--- config.mk ---
export PLATFORM = sky130hd
export DESIGN_NAME = touch_hold_slide_volume
export DESIGN_NICKNAME = d
export VERILOG_FILES = /design/src/thsv_pkg.sv /design/src/thsv_div.sv /design/src/touch_hold_slide_volume.sv
export SDC_FILE = /design/constraint.sdc
export NUM_CORES = 1
export LEC_CHECK = 0
export BUFFER_PORTS_ARGS = -buffer_cell sky130_fd_sc_hd__buf_2
export CAP_MARGIN = 20
export CORE_UTILIZATION = 60
export CTS_BUF_LIST = sky130_fd_sc_hd__clkbuf_4 sky130_fd_sc_hd__clkbuf_8
export DETAILED_ROUTE_END_ITERATION = 8
export HOLD_SLACK_MARGIN = 0.06
export PLACE_DENSITY_LB_ADDON = 0.08
export SYNTH_ARGS = -nofsm -noshare
export SYNTH_HDL_FRONTEND = slang
export SYNTH_SLANG_ARGS = --single-unit
--- constraint.sdc ---
create_clock -name clk -period 11.9 [get_ports clk]
set_input_delay 1.19 -clock clk [delete_from_list [all_inputs] [get_ports clk]]
set_output_delay 1.19 -clock clk [all_outputs]
set_load 0.1 [all_outputs]
--- src/thsv_pkg.sv ---
// Shared types, constants and the level mapping for the touch hold-and-slide volume block.
`default_nettype none
package thsv_pkg;

  localparam int LEVEL_STEPS = 20;
  localparam int VOL_MAX     = 100;

  // Level is (v * LEVEL_STEPS) / 100, done as a multiply by a reciprocal.
  // The product v * LEVEL_STEPS stays below 4096, where 1311 / 2^17 is exact enough.
  localparam int LVL_RECIP = 1311;
  localparam int LVL_SHIFT = 17;

  localparam int DIV_W  = 17;
  localparam int DCNT_W = $clog2(DIV_W + 1);

  localparam logic [7:0]  BAR_LENGTH_RST   = 8'd100;
  localparam logic [15:0] HOLD_TICKS_RST   = 16'd400;
  localparam logic [10:0] STILL_LIMIT_RST  = 11'd10;
  localparam logic [9:0]  DRIFT_LIMIT_RST  = 10'd20;
  localparam logic [6:0]  START_VOLUME_RST = 7'd50;

  localparam logic [6:0] POLL_FAST = 7'd25;
  localparam logic [6:0] POLL_SLOW = 7'd100;

  typedef enum logic [1:0] {
    MODE_IDLE  = 2'd0,
    MODE_HOLD  = 2'd1,
    MODE_SLIDE = 2'd2
  } mode_t;

  typedef enum logic [1:0] {
    EV_PRESS   = 2'd0,
    EV_CONTACT = 2'd1,
    EV_LIFT    = 2'd2,
    EV_NONE    = 2'd3
  } event_t;

  typedef enum logic [2:0] {
    CFG_BAR_LENGTH   = 3'd0,
    CFG_HOLD_TICKS   = 3'd1,
    CFG_STILL_LIMIT  = 3'd2,
    CFG_DRIFT_LIMIT  = 3'd3,
    CFG_START_VOLUME = 3'd4
  } cfg_idx_t;

  typedef enum logic [1:0] {
    SEQ_READY,
    SEQ_EVAL,
    SEQ_DIV,
    SEQ_OUT
  } seq_t;

  function automatic logic [6:0] clamp_vol(input logic [6:0] v);
    logic [6:0] r;
    r = (v > 7'(VOL_MAX)) ? 7'(VOL_MAX) : v;
    return r;
  endfunction

  function automatic logic [4:0] level_of(input logic [6:0] v);
    logic [11:0] p;
    logic [22:0] prod;
    p    = 12'(v) * 12'(LEVEL_STEPS);
    prod = 23'(p) * 23'(LVL_RECIP);
    return prod[LVL_SHIFT +: 5];
  endfunction

endpackage
`default_nettype wire

--- src/thsv_div.sv ---
// Restoring serial divider: one quotient bit per cycle, shared by every slide update.
`default_nettype none
module thsv_div (
  input  wire logic                      clk,
  input  wire logic                      rst,
  input  wire logic                      start,
  input  wire logic [thsv_pkg::DIV_W-1:0] dividend,
  input  wire logic [7:0]                divisor,
  output logic                           done,
  output logic [thsv_pkg::DIV_W-1:0]     quotient
);
  import thsv_pkg::*;

  logic              busy;
  logic [DCNT_W-1:0] cnt;
  logic [7:0]        rem;
  logic [7:0]        dvs;
  logic [8:0]        trial;
  logic              fits;

  assign trial = {rem, quotient[DIV_W-1]};
  assign fits  = trial >= {1'b0, dvs};

  always_ff @(posedge clk) begin
    if (rst) begin
      busy <= 1'b0;
      done <= 1'b0;
      cnt  <= '0;
    end else begin
      done <= 1'b0;
      if (start) begin
        busy <= 1'b1;
        cnt  <= DCNT_W'(DIV_W);
      end else if (busy) begin
        cnt <= cnt - 1'b1;
        if (cnt == DCNT_W'(1)) begin
          busy <= 1'b0;
          done <= 1'b1;
        end
      end
    end
  end

  always_ff @(posedge clk) begin
    if (start) begin
      rem      <= '0;
      quotient <= dividend;
      dvs      <= divisor;
    end else if (busy) begin
      rem      <= fits ? 8'(trial - {1'b0, dvs}) : trial[7:0];
      quotient <= {quotient[DIV_W-2:0], fits};
    end
  end

endmodule
`default_nettype wire

--- src/touch_hold_slide_volume.sv ---
// Top level: hold-then-slide gesture sequencer with a shared serial divider.
//
//   channel | direction | handshake             | payload
//   input   | in        | in_valid / in_ready   | touch_present event_kind pos_x pos_y now_tick
//   result  | out       | out_valid / out_ready | mode volume volume_updated level
//           |           |                       | level_changed overlay_on poll_interval_ms
//   config  | in        | cfg_valid / cfg_ready | cfg_index cfg_data
//
// A poll that updates the volume passes through an evaluation state that also starts the
// divider, the divider's steps, one quotient bit each, the fold of the quotient into the
// pending volume when the divider is done, and the output state that loads the result.
// Every other poll goes from evaluation straight to the output state. The next poll can
// be taken in the cycle after the load, so the serial divider sets the longer spacing.
// Reset is synchronous; after it the block is ready at once, with no clearing pass.
// A new poll may be taken while the previous result still waits; the result register
// is only reloaded once it is free. Configuration writes are always taken.
`default_nettype none
module touch_hold_slide_volume (
  input  wire logic        clk,
  input  wire logic        rst,
  input  wire logic        in_valid,
  output logic             in_ready,
  input  wire logic        touch_present,
  input  wire logic [1:0]  event_kind,
  input  wire logic [9:0]  pos_x,
  input  wire logic [9:0]  pos_y,
  input  wire logic [31:0] now_tick,
  output logic             out_valid,
  input  wire logic        out_ready,
  output logic [1:0]       mode,
  output logic [6:0]       volume,
  output logic             volume_updated,
  output logic [4:0]       level,
  output logic             level_changed,
  output logic             overlay_on,
  output logic [6:0]       poll_interval_ms,
  input  wire logic        cfg_valid,
  output logic             cfg_ready,
  input  wire logic [2:0]  cfg_index,
  input  wire logic [15:0] cfg_data
);
  import thsv_pkg::*;

  seq_t seq, seq_next;

  // Configuration
  logic [7:0]  bar_length;
  logic [15:0] hold_ticks;
  logic [10:0] still_limit;
  logic [9:0]  drift_limit;

  // Captured poll
  logic        t_present;
  event_t      t_event;
  logic [9:0]  t_x;
  logic [9:0]  t_y;
  logic [31:0] t_now;

  // Gesture state
  mode_t       gesture_mode;
  logic [9:0]  anchor_x;
  logic [9:0]  anchor_y;
  logic [31:0] anchor_tick;
  logic [6:0]  base_volume;
  logic [6:0]  pending_volume;
  logic [4:0]  shown_level;
  logic        fast_poll;
  logic        overlay_shown;
  logic        upd_flag;
  logic        chg_flag;

  // Evaluation terms
  logic [9:0]       dx_mag;
  logic [9:0]       dy_mag;
  logic             dy_neg;
  logic [10:0]      manh;
  logic [31:0]      tick_diff;
  logic             hold_done;
  logic             arm, hold, slide, enter, divide, to_idle;
  logic [DIV_W-1:0] dividend;
  logic [7:0]       divisor;

  logic             div_start;
  logic             div_done;
  logic [DIV_W-1:0] quo;
  logic [17:0]      up_sum;
  logic [6:0]       new_vol;
  logic [4:0]       new_lvl;
  logic             out_load;

  assign cfg_ready = 1'b1;

  always_comb begin
    dx_mag    = (anchor_x >= t_x) ? 10'(anchor_x - t_x) : 10'(t_x - anchor_x);
    dy_neg    = anchor_y < t_y;
    dy_mag    = dy_neg ? 10'(t_y - anchor_y) : 10'(anchor_y - t_y);
    manh      = {1'b0, dx_mag} + {1'b0, dy_mag};
    tick_diff = t_now - anchor_tick;
    hold_done = tick_diff >= {16'd0, hold_ticks};
    arm       = t_present && (gesture_mode == MODE_IDLE)
                && ((t_event == EV_PRESS) || (t_event == EV_CONTACT));
    hold      = t_present && (gesture_mode == MODE_HOLD) && (t_event == EV_CONTACT);
    slide     = t_present && (gesture_mode == MODE_SLIDE) && (t_event == EV_CONTACT);
    enter     = hold && hold_done && (manh < still_limit);
    to_idle   = !(arm || hold || slide) || (hold && hold_done && !(manh < still_limit));
    divide    = slide && (dx_mag < drift_limit);
    dividend  = DIV_W'(dy_mag) * DIV_W'(VOL_MAX);
    divisor   = (bar_length == 8'd0) ? 8'd1 : bar_length;
  end

  // Signed quotient folded onto the base and clamped to the volume range.
  always_comb begin
    up_sum = 18'(base_volume) + 18'(quo);
    if (!dy_neg) begin
      new_vol = (up_sum > 18'(VOL_MAX)) ? 7'(VOL_MAX) : up_sum[6:0];
    end else begin
      new_vol = (quo >= DIV_W'(base_volume)) ? 7'd0 : 7'(base_volume - quo[6:0]);
    end
    new_lvl = level_of(new_vol);
  end

  thsv_div u_div (
    .clk      (clk),
    .rst      (rst),
    .start    (div_start),
    .dividend (dividend),
    .divisor  (divisor),
    .done     (div_done),
    .quotient (quo)
  );

  always_ff @(posedge clk) begin
    if (rst) begin
      seq <= SEQ_READY;
    end else begin
      seq <= seq_next;
    end
  end

  always_comb begin
    seq_next = seq;
    unique case (seq)
      SEQ_READY: if (in_valid) seq_next = SEQ_EVAL;
      SEQ_EVAL:  seq_next = divide ? SEQ_DIV : SEQ_OUT;
      SEQ_DIV:   if (div_done) seq_next = SEQ_OUT;
      SEQ_OUT:   if (!out_valid || out_ready) seq_next = SEQ_READY;
      default:   seq_next = SEQ_READY;
    endcase
  end

  always_comb begin
    in_ready  = (seq == SEQ_READY);
    div_start = (seq == SEQ_EVAL) && divide;
    out_load  = (seq == SEQ_OUT) && (!out_valid || out_ready);
  end

  always_ff @(posedge clk) begin
    if (in_valid && in_ready) begin
      t_present <= touch_present;
      t_event   <= event_t'(event_kind);
      t_x       <= pos_x;
      t_y       <= pos_y;
      t_now     <= now_tick;
    end
  end

  always_ff @(posedge clk) begin
    if (rst) begin
      bar_length     <= BAR_LENGTH_RST;
      hold_ticks     <= HOLD_TICKS_RST;
      still_limit    <= STILL_LIMIT_RST;
      drift_limit    <= DRIFT_LIMIT_RST;
      gesture_mode   <= MODE_IDLE;
      anchor_x       <= '0;
      anchor_y       <= '0;
      anchor_tick    <= '0;
      base_volume    <= clamp_vol(START_VOLUME_RST);
      pending_volume <= '0;
      shown_level    <= level_of(clamp_vol(START_VOLUME_RST));
      fast_poll      <= 1'b0;
      overlay_shown  <= 1'b0;
      upd_flag       <= 1'b0;
      chg_flag       <= 1'b0;
    end else begin
      if (seq == SEQ_EVAL) begin
        upd_flag <= 1'b0;
        chg_flag <= 1'b0;
        if (to_idle) begin
          // Leaving the slide commits what was set.
          if (gesture_mode == MODE_SLIDE) base_volume <= pending_volume;
          gesture_mode  <= MODE_IDLE;
          anchor_tick   <= '0;
          fast_poll     <= 1'b0;
          overlay_shown <= 1'b0;
        end else if (arm) begin
          anchor_x     <= t_x;
          anchor_y     <= t_y;
          anchor_tick  <= t_now;
          fast_poll    <= 1'b1;
          gesture_mode <= MODE_HOLD;
        end else if (enter) begin
          gesture_mode   <= MODE_SLIDE;
          overlay_shown  <= 1'b1;
          fast_poll      <= 1'b1;
          pending_volume <= base_volume;
        end
      end
      if ((seq == SEQ_DIV) && div_done) begin
        pending_volume <= new_vol;
        upd_flag       <= 1'b1;
        if (new_lvl != shown_level) begin
          shown_level <= new_lvl;
          chg_flag    <= 1'b1;
        end
      end
      if (cfg_valid && cfg_ready) begin
        unique case (cfg_index)
          CFG_BAR_LENGTH:  bar_length  <= cfg_data[7:0];
          CFG_HOLD_TICKS:  hold_ticks  <= cfg_data;
          CFG_STILL_LIMIT: still_limit <= cfg_data[10:0];
          CFG_DRIFT_LIMIT: drift_limit <= cfg_data[9:0];
          CFG_START_VOLUME: begin
            base_volume <= clamp_vol(cfg_data[6:0]);
            shown_level <= level_of(clamp_vol(cfg_data[6:0]));
          end
          default: ;
        endcase
      end
    end
  end

  always_ff @(posedge clk) begin
    if (rst) begin
      out_valid <= 1'b0;
    end else if (out_load) begin
      out_valid <= 1'b1;
    end else if (out_ready) begin
      out_valid <= 1'b0;
    end
  end

  always_ff @(posedge clk) begin
    if (out_load) begin
      mode             <= gesture_mode;
      volume           <= (gesture_mode == MODE_SLIDE) ? pending_volume : base_volume;
      volume_updated   <= upd_flag;
      level            <= shown_level;
      level_changed    <= chg_flag;
      overlay_on       <= overlay_shown;
      poll_interval_ms <= fast_poll ? POLL_FAST : POLL_SLOW;
    end
  end

endmodule
`default_nettype wire

==> flow_summary_export.csv <==
group,metric,value,unit
yosys,synth_top_area_share,20.3,%
power,swShare,46.1,%
placement,dp_slack,1310,ps
clock_tree,cts_root_buf,"clkbuf_8",
routing,drtIter0Drc,810,
power,power_leakage,10.3,nW
routing,drc,0,
yosys,synth_most_common_cell,"ha_1",
placement,gp_congestion,0.945,
placement,placedCellCount,2829,
finish,drive_gt1_share,10.3,%
power,power.share.clock,15.6,%
placement,io_buffers,103,
finish,layout.nets,2910,
worst_setup_path,critPathLaunchType,"flip-flop",
worst_setup_path,cpPeakStageDelay,610,ps
routing,dr.pass1.iters,5,
power,p_comb_share,65.2,%
clock_tree,cts_hold_buffers,0,
sta,finalHoldViolCount,0,
clock_tree,cts-htree-levels,2,
yosys,syn_area,0.0209,sq mm
power,ir_drop,0.000483,V
routing,vias,16700,
yosys,synth_top_area_cell,"ha_1",
power,power.density,238,mW/mm^2
yosys,syn-num-nets,2842,
global_route,grt_first_pass_wirelength,82.1,mm
die,die_w,189,um
routing,finalWirelength,50.1,mm
sta,max_freq,92.9,MHz
worst_setup_path,path_max_fanout,7,
power,switching_power,2.48,mW
routing,vias_per_cell,5.75,
die,coreArea,0.0339,sq mm
global_route,grt_max_degree,67,
yosys,synth_common_cells,"ha_1, inv_1, nand2_1",
yosys,synth_edf_count,97,
clock_tree,clk_latency,620,ps
worst_setup_path,path_class,"reg -> reg",
routing,postRouteAntennaNets,0,
finish,nFillCells,2872,
clock_tree,postCtsSetupRepairBufs,0,
sta,finalMaxSlewViolations,0,
sta,worst_pin_slew,1100,ps
yosys,yosys.cell_types.count,101,
sta,final-setup-viol-count,0,
placement,dp_hpwl,38.7,mm
finish,stdcell_count,2912,
clock_tree,clkTransAtPathRegs,60,ps
die,ios,106,
global_route,antenna_found_initial,2,
status,status,"complete, no violations",
min_path,hold_path.class,"reg -> reg",
sta,fin_crit_sh,90.4,%
die,rows,67,
worst_setup_path,cp_slowest_cell,"fa_1",
worst_setup_path,crit_path_end_kind,"flip-flop",
sta,setup_tns,0,ps
worst_setup_path,cpMostUsedCell,"fa_1",
routing,wire_per_inst,17.2,um
sta,setup_ws,1140,ps
die,die_h,189,um
yosys,syn_area_per_cell,8.85,sq um
yosys,yosysSeqAreaShare,27.6,%
finish,areaGrowthSynthToFinish,8.38,%
power,seqPwrFrac,19.2,%
worst_setup_path,worstPathRequired,12380,ps
yosys,synth_area_leaders,"ha_1, edfxtp_1, dfxtp_1",
power,p_int,2.90,mW
clock_tree,clk_path_buf_depth,3,
global_route,first_global_vias,16400,
clock_tree,cts_made_buffers,43,
die,fp.dieArea,0.0356,sq mm
placement,dpl-instance-area,0.0217,sq mm
global_route,groute.usage.overall,28.6,%
run,cap_viol_max_count,0,
yosys,synth_seq_cells,239,
sta,rsz0062_at_grt,"false",
yosys,ys_async_sr_fraction,0,%
sta,clock_skew,51.7,ps
sta,slew_headroom,25.8,%
global_route,grt-ovfl-total,0,
sta,fin_crit,10760,ps
worst_setup_path,arrival,11240,ps
clock_tree,cts_tree,"built",
yosys,ys_warn_count,0,
yosys,ys.flop_type,"dfxtp_1",
die,start_util,61.7,%
worst_setup_path,rrSetupSlack,1140,ps
yosys,syn_inst,2360,
finish,design_area,0.0226,sq mm
clock_tree,cts_sinks,239,
clock_tree,cts-resized-gates,0,
==> flip-flops by register name (all words and copies together) (netlist names), 7 cells and up <==
| signal | cells |
|---|---|
| anchor_tick | 32 |
| t_now | 32 |
| u_div.quotient | 17 |
| hold_ticks | 16 |
| still_limit | 11 |
| anchor_x | 10 |
| anchor_y | 10 |
| drift_limit | 10 |
| t_x | 10 |
| t_y | 10 |
| bar_length | 8 |
| u_div.dvs | 8 |
| u_div.rem | 8 |
| base_volume | 7 |
| pending_volume | 7 |
| volume | 7 |
==> metrics by stage <==
step / power [mW] / hold slack (ps) / util (%)
floorplan: 3.76 / 402 / -
finish: 5.38 / 433 / 66.8
global placement: 4.44 / 415 / 63.9
detailed placement: 4.56 / 418 / 64.0
CTS: 5.43 / 434 / 66.8
global route: 5.98 / 443 / 66.8
==> cells in the final DEF (no fill, tap or decap), types with 8 or more instances in the layout <==
| cell type | instances |
|---|---|
| ha_1 | 338 |
| inv_1 | 324 |
| nand2_1 | 245 |
| a21oi_1 | 210 |
| dfxtp_1 | 142 |
| nor2_1 | 126 |
| buf_2 | 102 |
| edfxtp_1 | 97 |
| fa_1 | 65 |
| xnor2_1 | 57 |
| clkbuf_8 | 50 |
| a21o_1 | 49 |
| o21ai_0 | 49 |
| nand3_1 | 41 |
| o31ai_1 | 38 |
| mux2i_1 | 35 |
| nor3_1 | 32 |
| xor2_1 | 30 |
| o21bai_1 | 25 |
| nor2b_1 | 24 |
| o21a_1 | 23 |
| o211ai_1 | 23 |
| clkbuf_4 | 22 |
| nand2b_1 | 20 |
| nand4_1 | 18 |
| a31oi_1 | 18 |
| and3_1 | 17 |
| a211oi_1 | 16 |
| mux2_2 | 16 |
| and2_1 | 14 |
| buf_4 | 11 |
| nor4_1 | 10 |
| a211o_1 | 9 |
| or2_2 | 8 |
==> per-layer routing <==
layer	track usage [%]	share of wire (%)	up-vias
met5	0	0.026	-
met3	5.27	5.5	101
li1	-	-	8347
met2	46.7	46	383
met4	9.86	3.0	2
met1	38.1	45	7915
==> layout make-up <==
cell class,count,area [sq um],share of cell area (%)
multi-input cells,1704,13500,59.8
flip-flops and latches,239,5760,25.4
inverters,324,1220,5.37
clock buffers,72,853,3.77
repair buffers,116,643,2.84
well taps,448,561,2.48
clock inverters,8,73.8,0.326
diodes,1,2.50,0.0111
==> worst max-delay path: cells and delay by family (launching register included) <==
| kind | cells | cell delay, ps |
|---|---|---|
| flip-flops | 1 | 420 |
| adder cells (fa/ha/maj) | 9 | 3960 |
| XOR/XNOR | 2 | 770 |
| buffers and inverters | 4 | 350 |
| AND/OR/NAND/NOR | 6 | 1330 |
| multiplexers | 1 | 320 |
| AO/OA/AOI/OAI | 15 | 3480 |
==> power by group through the flow <==
stage	clock (mW)	combinational, mW	sequential [mW]
after global placement	0	3.39	1.05
after detailed placement	0	3.51	1.05
after floorplan	0	2.69	1.07
final	0.837	3.51	1.03
after CTS	0.855	3.54	1.03
after global routing	0.890	4.04	1.05
==> final timing paths <==
check,cells after the start,end,startpoint
hold reg to reg,0,overlay_on,overlay_shown
setup / recovery,37,shown_level[1],base_volume[3]
hold / removal,0,overlay_on,overlay_shown
setup reg to reg,37,shown_level[1],base_volume[3]
==> cell families (layout without fill, tap and decap cells) <==
kind of cell / after synthesis / count (layout) / synth area share (%)
buf+inv: 417 / 520 / 7.76
other cells: 2 / 3 / 0.0360
xor+xnor: 92 / 92 / 4.16
mux: 52 / 52 / 2.61
flops: 239 / 239 / 27.6
simple gates: 598 / 598 / 13.5
fa+ha+maj: 404 / 404 / 26.5
compound gates: 556 / 556 / 17.8
(Power assumes the default switching activity.)
